==> src/rtl/wrs_pkg.sv <==
// shared types, constants and codes for the weighted random selector
`timescale 1ns / 1ps
`default_nettype none

package wrs_pkg;

    // field widths of the stream items
    localparam int unsigned IDX_FIELD_W = 4;
    localparam int unsigned WEIGHT_W    = 10;
    localparam int unsigned WTOT_W      = 14;
    localparam int unsigned SEL_W       = 8;

    // number of entries that an entry index can reach
    localparam int unsigned TABLE_SLOTS = 2 ** IDX_FIELD_W;

    // default table depth
    localparam int unsigned MAX_ENTRIES_DEF = 16;

    // item kinds, carried on tuser
    typedef enum logic [0:0] {
        OP_WRITE  = 1'b0,
        OP_SELECT = 1'b1
    } op_t;

    // sequencer states
    typedef enum logic [1:0] {
        ST_IDLE   = 2'd0,
        ST_WR_MOD = 2'd1,
        ST_WALK   = 2'd2,
        ST_DONE   = 2'd3
    } state_t;

    // one input item
    typedef struct packed {
        op_t                    opcode;
        logic [IDX_FIELD_W-1:0] entry_index;
        logic [WEIGHT_W-1:0]    weight_value;
        logic [WTOT_W-1:0]      random_draw;
    } item_t;

    // one result item
    typedef struct packed {
        logic [SEL_W-1:0]  selected_index;
        logic              used_fallback;
        logic [WTOT_W-1:0] weight_total;
    } result_t;

endpackage

`default_nettype wire

==> src/rtl/wrs_ram.sv <==
// generic single-port-write, single-port-read ram with registered read
`timescale 1ns / 1ps
`default_nettype none

module wrs_ram #(
    parameter int unsigned WIDTH = 8,
    parameter int unsigned DEPTH = 16
) (
    input  wire logic                     clk,
    input  wire logic                     we,
    input  wire logic [$clog2(DEPTH)-1:0] waddr,
    input  wire logic [WIDTH-1:0]         wdata,
    input  wire logic [$clog2(DEPTH)-1:0] raddr,
    output logic      [WIDTH-1:0]         rdata
);

    logic [WIDTH-1:0] mem [DEPTH];

    // write port
    always_ff @(posedge clk)
    begin
        if (we)
        begin
            mem[waddr] <= wdata;
        end
    end

    // registered read port
    always_ff @(posedge clk)
    begin
        rdata <= mem[raddr];
    end

endmodule

`default_nettype wire

==> src/rtl/wrs_core.sv <==
// sequencer: weight update by read-modify-write and the cumulative table walk
`timescale 1ns / 1ps
`default_nettype none

module wrs_core #(
    parameter int unsigned MAX_ENTRIES = wrs_pkg::MAX_ENTRIES_DEF
) (
    input  wire logic                           clk,
    input  wire logic                           rst_n,
    input  wire logic                           item_valid,
    output logic                                item_ready,
    input  wire wrs_pkg::item_t                 item,
    input  wire logic [wrs_pkg::SEL_W-1:0]      fallback_index,
    output logic                                res_valid,
    input  wire logic                           res_ready,
    output wrs_pkg::result_t                    res,
    output logic                                ram_we,
    output logic [$clog2(MAX_ENTRIES)-1:0]      ram_waddr,
    output logic [wrs_pkg::WEIGHT_W-1:0]        ram_wdata,
    output logic [$clog2(MAX_ENTRIES)-1:0]      ram_raddr,
    input  wire logic [wrs_pkg::WEIGHT_W-1:0]   ram_rdata
);

    import wrs_pkg::*;

    localparam int unsigned IDX_W  = $clog2(MAX_ENTRIES);
    // entries beyond the reach of an entry index always hold zero
    localparam int unsigned WALK_N = (MAX_ENTRIES < TABLE_SLOTS) ? MAX_ENTRIES : TABLE_SLOTS;
    localparam logic [IDX_W-1:0] LAST_IDX = IDX_W'(WALK_N - 1);

    state_t                 state_reg, state_next;
    item_t                  item_reg, item_next;
    logic [IDX_W-1:0]       rd_idx_reg, rd_idx_next;
    logic [WTOT_W-1:0]      acc_reg, acc_next;
    logic [WTOT_W-1:0]      total_reg, total_next;
    logic [MAX_ENTRIES-1:0] valid_reg, valid_next;
    logic                   hit_reg, hit_next;
    logic [IDX_W-1:0]       hit_idx_reg, hit_idx_next;

    logic                   accept;
    logic                   in_range;
    logic [IDX_W-1:0]       item_addr;
    logic [IDX_W-1:0]       op_addr;
    logic [WEIGHT_W-1:0]    w_cur;
    logic [WEIGHT_W-1:0]    w_old;
    logic [WTOT_W-1:0]      acc_sum;
    logic                   cand;

    // decode and walk arithmetic
    always_comb
    begin
        accept    = item_valid && item_ready;
        in_range  = 32'(item.entry_index) < MAX_ENTRIES;
        item_addr = IDX_W'(item.entry_index);
        op_addr   = IDX_W'(item_reg.entry_index);
        // an entry never written reads as zero
        w_cur     = valid_reg[rd_idx_reg] ? ram_rdata : '0;
        w_old     = valid_reg[op_addr] ? ram_rdata : '0;
        acc_sum   = acc_reg + WTOT_W'(w_cur);
        cand      = (item_reg.random_draw < acc_sum) && (w_cur != '0);
    end

    // next state
    always_comb
    begin
        state_next = state_reg;
        case (state_reg)
            ST_IDLE:
            begin
                if (accept)
                begin
                    if (item.opcode == OP_SELECT)
                    begin
                        state_next = ST_WALK;
                    end
                    else if (in_range)
                    begin
                        state_next = ST_WR_MOD;
                    end
                end
            end
            ST_WR_MOD:
            begin
                state_next = ST_IDLE;
            end
            ST_WALK:
            begin
                if (cand || (rd_idx_reg == LAST_IDX))
                begin
                    state_next = ST_DONE;
                end
            end
            ST_DONE:
            begin
                if (res_ready)
                begin
                    state_next = ST_IDLE;
                end
            end
            default:
            begin
                state_next = ST_IDLE;
            end
        endcase
    end

    // datapath next values
    always_comb
    begin
        item_next    = item_reg;
        rd_idx_next  = rd_idx_reg;
        acc_next     = acc_reg;
        total_next   = total_reg;
        valid_next   = valid_reg;
        hit_next     = hit_reg;
        hit_idx_next = hit_idx_reg;
        case (state_reg)
            ST_IDLE:
            begin
                if (accept)
                begin
                    item_next   = item;
                    rd_idx_next = '0;
                    acc_next    = '0;
                end
            end
            ST_WR_MOD:
            begin
                total_next = total_reg - WTOT_W'(w_old) + WTOT_W'(item_reg.weight_value);
                valid_next[op_addr] = 1'b1;
            end
            ST_WALK:
            begin
                acc_next     = acc_sum;
                rd_idx_next  = IDX_W'(rd_idx_reg + 1'b1);
                hit_next     = cand;
                hit_idx_next = rd_idx_reg;
            end
            default:
            begin
            end
        endcase
    end

    // outputs
    always_comb
    begin
        item_ready = 1'b0;
        res_valid  = 1'b0;
        ram_we     = 1'b0;
        ram_raddr  = '0;
        case (state_reg)
            ST_IDLE:
            begin
                item_ready = 1'b1;
                // a select starts reading at entry zero
                ram_raddr  = (item.opcode == OP_SELECT) ? '0 : item_addr;
            end
            ST_WR_MOD:
            begin
                ram_we = 1'b1;
            end
            ST_WALK:
            begin
                ram_raddr = IDX_W'(rd_idx_reg + 1'b1);
            end
            ST_DONE:
            begin
                res_valid = 1'b1;
            end
            default:
            begin
            end
        endcase
        ram_waddr          = op_addr;
        ram_wdata          = item_reg.weight_value;
        res.selected_index = hit_reg ? SEL_W'(hit_idx_reg) : fallback_index;
        res.used_fallback  = !hit_reg;
        res.weight_total   = total_reg;
    end

    // control state
    always_ff @(posedge clk or negedge rst_n)
    begin
        if (!rst_n)
        begin
            state_reg <= ST_IDLE;
            total_reg <= '0;
            valid_reg <= '0;
        end
        else
        begin
            state_reg <= state_next;
            total_reg <= total_next;
            valid_reg <= valid_next;
        end
    end

    // payload registers
    always_ff @(posedge clk)
    begin
        item_reg    <= item_next;
        rd_idx_reg  <= rd_idx_next;
        acc_reg     <= acc_next;
        hit_reg     <= hit_next;
        hit_idx_reg <= hit_idx_next;
    end

endmodule

`default_nettype wire

==> src/rtl/weighted_random_selector_top.sv <==
// top level of the weighted random selector: stream ports, config register, result register
// a weight write reads the stored weight on transfer and writes the new one in ST_WR_MOD before the next input transfer
// a select walks one stored weight per cycle up to the first matching entry or the last reachable
// one, and the next input is taken once the result is out
// the single ram read port sets the walk rate; the result register lets writes go on meanwhile
// reset (rst_n low, asynchronous) makes all weights read as zero and clears the total and the fallback index
`timescale 1ns / 1ps
`default_nettype none

module weighted_random_selector_top #(
    parameter int unsigned MAX_ENTRIES = wrs_pkg::MAX_ENTRIES_DEF
) (
    input  wire logic                        clk,
    input  wire logic                        rst_n,
    input  wire logic                        s_axis_tvalid,
    output logic                             s_axis_tready,
    input  wire logic [31:0]                 s_axis_tdata,  // entry_index, weight_value, random_draw
    input  wire logic [0:0]                  s_axis_tuser,  // opcode
    output logic                             m_axis_tvalid,
    input  wire logic                        m_axis_tready,
    output logic [23:0]                      m_axis_tdata,  // selected_index, weight_total
    output logic [0:0]                       m_axis_tuser,  // used_fallback
    input  wire logic                        cfg_we,
    input  wire logic [wrs_pkg::SEL_W-1:0]   cfg_wdata
);

    import wrs_pkg::*;

    localparam int unsigned IDX_W = $clog2(MAX_ENTRIES);

    item_t               item;
    result_t             res;
    logic                res_valid;
    logic                res_ready;
    logic                ram_we;
    logic [IDX_W-1:0]    ram_waddr;
    logic [WEIGHT_W-1:0] ram_wdata;
    logic [IDX_W-1:0]    ram_raddr;
    logic [WEIGHT_W-1:0] ram_rdata;

    logic [SEL_W-1:0]    fallback_reg;
    logic                m_valid_reg;
    result_t             m_data_reg;

    // unpack the input transfer
    always_comb
    begin
        item.opcode       = op_t'(s_axis_tuser[0]);
        item.entry_index  = s_axis_tdata[3:0];
        item.weight_value = s_axis_tdata[13:4];
        item.random_draw  = s_axis_tdata[27:14];
    end

    // fallback index register
    always_ff @(posedge clk or negedge rst_n)
    begin
        if (!rst_n)
        begin
            fallback_reg <= '0;
        end
        else if (cfg_we)
        begin
            fallback_reg <= cfg_wdata;
        end
    end

    wrs_core #(
        .MAX_ENTRIES (MAX_ENTRIES)
    ) u_core (
        .clk            (clk),
        .rst_n          (rst_n),
        .item_valid     (s_axis_tvalid),
        .item_ready     (s_axis_tready),
        .item           (item),
        .fallback_index (fallback_reg),
        .res_valid      (res_valid),
        .res_ready      (res_ready),
        .res            (res),
        .ram_we         (ram_we),
        .ram_waddr      (ram_waddr),
        .ram_wdata      (ram_wdata),
        .ram_raddr      (ram_raddr),
        .ram_rdata      (ram_rdata)
    );

    wrs_ram #(
        .WIDTH (WEIGHT_W),
        .DEPTH (MAX_ENTRIES)
    ) u_weight_ram (
        .clk   (clk),
        .we    (ram_we),
        .waddr (ram_waddr),
        .wdata (ram_wdata),
        .raddr (ram_raddr),
        .rdata (ram_rdata)
    );

    // result register, free when empty or being drained
    assign res_ready = !m_valid_reg || m_axis_tready;

    always_ff @(posedge clk or negedge rst_n)
    begin
        if (!rst_n)
        begin
            m_valid_reg <= 1'b0;
        end
        else if (res_ready)
        begin
            m_valid_reg <= res_valid;
        end
    end

    always_ff @(posedge clk)
    begin
        if (res_ready && res_valid)
        begin
            m_data_reg <= res;
        end
    end

    // pack the output transfer
    assign m_axis_tvalid = m_valid_reg;
    assign m_axis_tdata  = {2'b00, m_data_reg.weight_total, m_data_reg.selected_index};
    assign m_axis_tuser  = m_data_reg.used_fallback;

endmodule

`default_nettype wire

==> config.mk <==
export PLATFORM = sky130hd
export DESIGN_NAME = weighted_random_selector_top
export DESIGN_NICKNAME = d
export VERILOG_FILES = /design/src/rtl/wrs_pkg.sv /design/src/rtl/wrs_ram.sv /design/src/rtl/wrs_core.sv /design/src/rtl/weighted_random_selector_top.sv
export SDC_FILE = /design/constraint.sdc
export NUM_CORES = 1
export LEC_CHECK = 0
export BUFFER_PORTS_ARGS = -buffer_cell sky130_fd_sc_hd__clkbuf_2
export CORE_MARGIN = 3
export CORE_UTILIZATION = 55
export DETAILED_ROUTE_END_ITERATION = 6
export PLACE_DENSITY_LB_ADDON = 0.08
export SLEW_MARGIN = 25
export SYNTH_ARGS = -nofsm -noshare
export SYNTH_HDL_FRONTEND = slang
export SYNTH_SLANG_ARGS = --single-unit
==> constraint.sdc <==
create_clock -name clk -period 6.3 [get_ports clk]
set_input_delay 1.26 -clock clk [delete_from_list [all_inputs] [get_ports clk]]
set_output_delay 1.26 -clock clk [all_outputs]
set_load 0.01 [all_outputs]
==> reports/results.ini <==
[route]
drt-pass1-iter-count = 5
routed_wl_um = 25800
ant_nets = 0
via_per_inst = 5.85
routed-via-count = 6875
drc_errors = 0
wl_per_cell_um = 22.0
drt_iter0_drc = 464

[sta]
min_period_ns = 4.93
fmax_mhz = 203
hold_violations = 0
tightest_slew_ns = 1.03
finalSetupTns_ns = 0
relSlewSlack_pct = 31.4
fin_crit_sh_pct = 78.3
grt_setup_unrepaired = false
finalSetupViolCount = 0
setup_slack_ns = 1.37
drv_slew = 0
finClkSkew_ns = 0.0193

[setup_path]
critical_path_class = register to register
r2r-start = u_core.rd_idx_reg[0]$_SDFFCE_PN0P_
end_kind = register
slowest_stage = mux4_2
ff2ff_setup_slack_ns = 1.37
r2r_cells = 17
crit_top_cell = a21o_1
crit_chain = mux4_2 -> mux4_2 -> and2_4 -> ha_1 -> a21o_1 -> a21o_1 -> a21o_1 -> a21oi_1 -> a21oi_1 -> xnor2_1 -> ha_1 -> a21o_1 -> a21o_1 -> a221o_1 -> nand2_1 -> and4_1 -> and2_1
worst-endpoint-arrival_ns = 5.35
crit_path_max_incr_delay_ns = 0.62
r2r_end = u_core.hit_reg$_DFFE_PP_
required_ns = 6.72
start_kind = register
path_max_fanout = 11

[synthesis]
async_flop_share_pct = 14.4
syn_inst = 780
synth_edf_count = 234
synth.avg_cell_area_um2 = 16.0
ys_seq_area_share_pct = 66.2
synth_area_leaders = edfxtp_1 (56%), mux4_2 (9.0%), dfrtp_1 (8.2%)
syn_area_um2 = 12500
synth_top_area_share_pct = 56.3
ys_types = 53
synth_area_leader_cell = edfxtp_1
synth_flop_cell = edfxtp_1
ys_warn_count = 0
synth_seq_cells = 285

[floorplan]
dieWidth_um = 157
die_area_um2 = 24500
row_count = 54
initial_core_util_pct = 56.6
core_region_area_um2 = 22000
ioPinCount = 73
die_h_um = 157

[clock_tree]
cts_buffers = 29
clock_sinks = 285
path_clk_slew_ns = 0.06
cts_tree = done
postCtsSetupBuffers = 0
clk_latency_ns = 0.55
post_cts_resized = 0
clk_path_buf_depth = 3
htree_levels = 1
hold_buffers = 0
root_buffer = clkbuf_16

[place]
dp_slack_ns = 1.38
dp.cells = 1121
place_congestion = 0.857
io_buffer_count = 66
post-dp-hpwl_um = 17300

[global_route]
grt_pass1_wl_um = 40200
track_usage_pct = 21.6
antenna_found_initial = 1
grt_pass1_vias = 7130
grt_max_degree = 42
grt_overflow = 0

[cells_and_area]
post-route-util_pct = 64.0
largest_reg_flops = 160
fin_cells = 1175
nNetsFinal = 967
areaGrowthSynthToFinish_pct = 13.1
diodes = 0
post_route_cells_drive_above_1_share_pct = 24.0
fill_cells = 1554

[power]
powerDensity_nw_per_um2 = 560
p_leak_nw = 5.25
ir_drop_uv = 297

[hold_path]
min_path_type = register to register
min_to = m_axis_tdata[10]$_DFFE_PP_
hold_start = u_core.total_reg[2]$_DFFE_PN0P_
holdPathStages = 0

[run_status]
status = finished, final reports clean

[job]
cap_violations = 0

worst max-delay path by stage:
stage,startpoint,end
2_1_floorplan,u_core.rd_idx_reg[0]$_SDFFCE_PN0P_,u_core.hit_reg$_DFFE_PP_
3_3_place_gp,u_core.rd_idx_reg[0]$_SDFFCE_PN0P_,u_core.hit_reg$_DFFE_PP_
3_5_place_dp,u_core.rd_idx_reg[0]$_SDFFCE_PN0P_,u_core.hit_reg$_DFFE_PP_
4_1_cts,u_core.rd_idx_reg[0]$_SDFFCE_PN0P_,u_core.hit_reg$_DFFE_PP_
5_1_grt,u_core.rd_idx_reg[0]$_SDFFCE_PN0P_,u_core.hit_reg$_DFFE_PP_
6_report,u_core.rd_idx_reg[0]$_SDFFCE_PN0P_,u_core.hit_reg$_DFFE_PP_
cells in the mapped netlist, types with 2 or more instances:
master    number
mux2_2        13
clkbuf_1       7
ha_1          38
or2_2         17
o31ai_1        2
mux2i_1       32
a31oi_1        2
and2_1        26
o22ai_1        4
edfxtp_1     234
mux4_2        50
nand3_1        6
nor2b_1       10
a221o_1        2
nand2_1       25
nor2_1        47
a21oi_1       19
inv_1         49
xnor2_1        6
o211ai_1       2
and4_1         3
buf_4          6
o21ai_0       26
a21o_1        10
buf_2         11
a211oi_1       4
o21a_1         8
nand2b_1      12
a22oi_1        3
nor4_1         2
buf_1          2
dfxtp_1       10
nand4_1        2
a2111o_1       3
dfrtp_1       41
xor2_1        14
nor3_1         6
fa_1          11
layer usage:
layer  GRT usage (%)  vias to the layer above  part of all wire (%)
met3            2.96                       49                   6.3
met5               0                        -                     0
met2            35.0                      253                    47
met4            6.21                        0                   2.6
li1                -                     3123                     -
met1            31.1                     3450                    44
worst max-delay path: cells and delay by family (launching register included):
family,cells,cell delay [ns]
compound gates,8,1.66
mux,2,1.19
simple gates,4,0.63
fa+ha+maj,2,0.59
flops,1,0.59
xor+xnor,1,0.16
power by group:
group / total (mW) / internal [mW] / switching [mW]
sequential: 2.83 / 2.51 / 0.315
clock: 1.64 / 0.941 / 0.694
combinational: 3.44 / 1.55 / 1.89
cells by family (layout without fill, tap and decap cells):
family          after synthesis  after routing  share of synthesized area [%]
flops                       285            285                           66.2
simple gates                160            160                           6.55
mux                          95             95                           12.8
compound gates               92             92                           4.80
buf+inv                      78            192                           2.70
fa+ha+maj                    49             49                           5.58
xor+xnor                     20             20                           1.40
other cells                   1              2                         0.0301
through the flow:
step / instance area (um2) / hold slack, ns / power, mW
after floorplan: 12500 / 0.421 / 5.42
after global placement: 13200 / 0.444 / 6.15
after detailed placement: 13200 / 0.439 / 6.29
after CTS: 14100 / 0.453 / 7.96
after global routing: 14100 / 0.462 / 8.50
final: 14100 / 0.451 / 7.90
placed cells by master, fill, tap and decap left out, types with 8 or more instances in the layout:
cell type | Yosys | final
edfxtp_1 | 234 | 234
clkbuf_2 | 0 | 66
mux4_2 | 50 | 50
inv_1 | 49 | 49
nor2_1 | 47 | 44
dfrtp_1 | 41 | 41
ha_1 | 38 | 38
mux2i_1 | 32 | 32
clkbuf_16 | 0 | 29
and2_1 | 26 | 26
o21ai_0 | 26 | 26
nand2_1 | 25 | 25
buf_4 | 6 | 21
a21oi_1 | 19 | 19
or2_2 | 17 | 17
xor2_1 | 14 | 14
mux2_2 | 13 | 13
nand2b_1 | 12 | 12
fa_1 | 11 | 11
a21o_1 | 10 | 10
nor2b_1 | 10 | 10
dfxtp_1 | 10 | 10
o21a_1 | 8 | 8
clkinv_1 | 1 | 8
layout make-up:
type                            count  area, um2  area share (%)
Sequential cell                   285       8250            58.5
Timing Repair Buffer               87        488            3.46
Inverter                           51        191            1.36
Clock inverter                     18        153            1.08
Multi-Input combinational cell    418       3900            27.7
Tap cell                          280        350            2.48
Clock buffer                       36        762            5.40
Power figures use the tool's default switching activity.
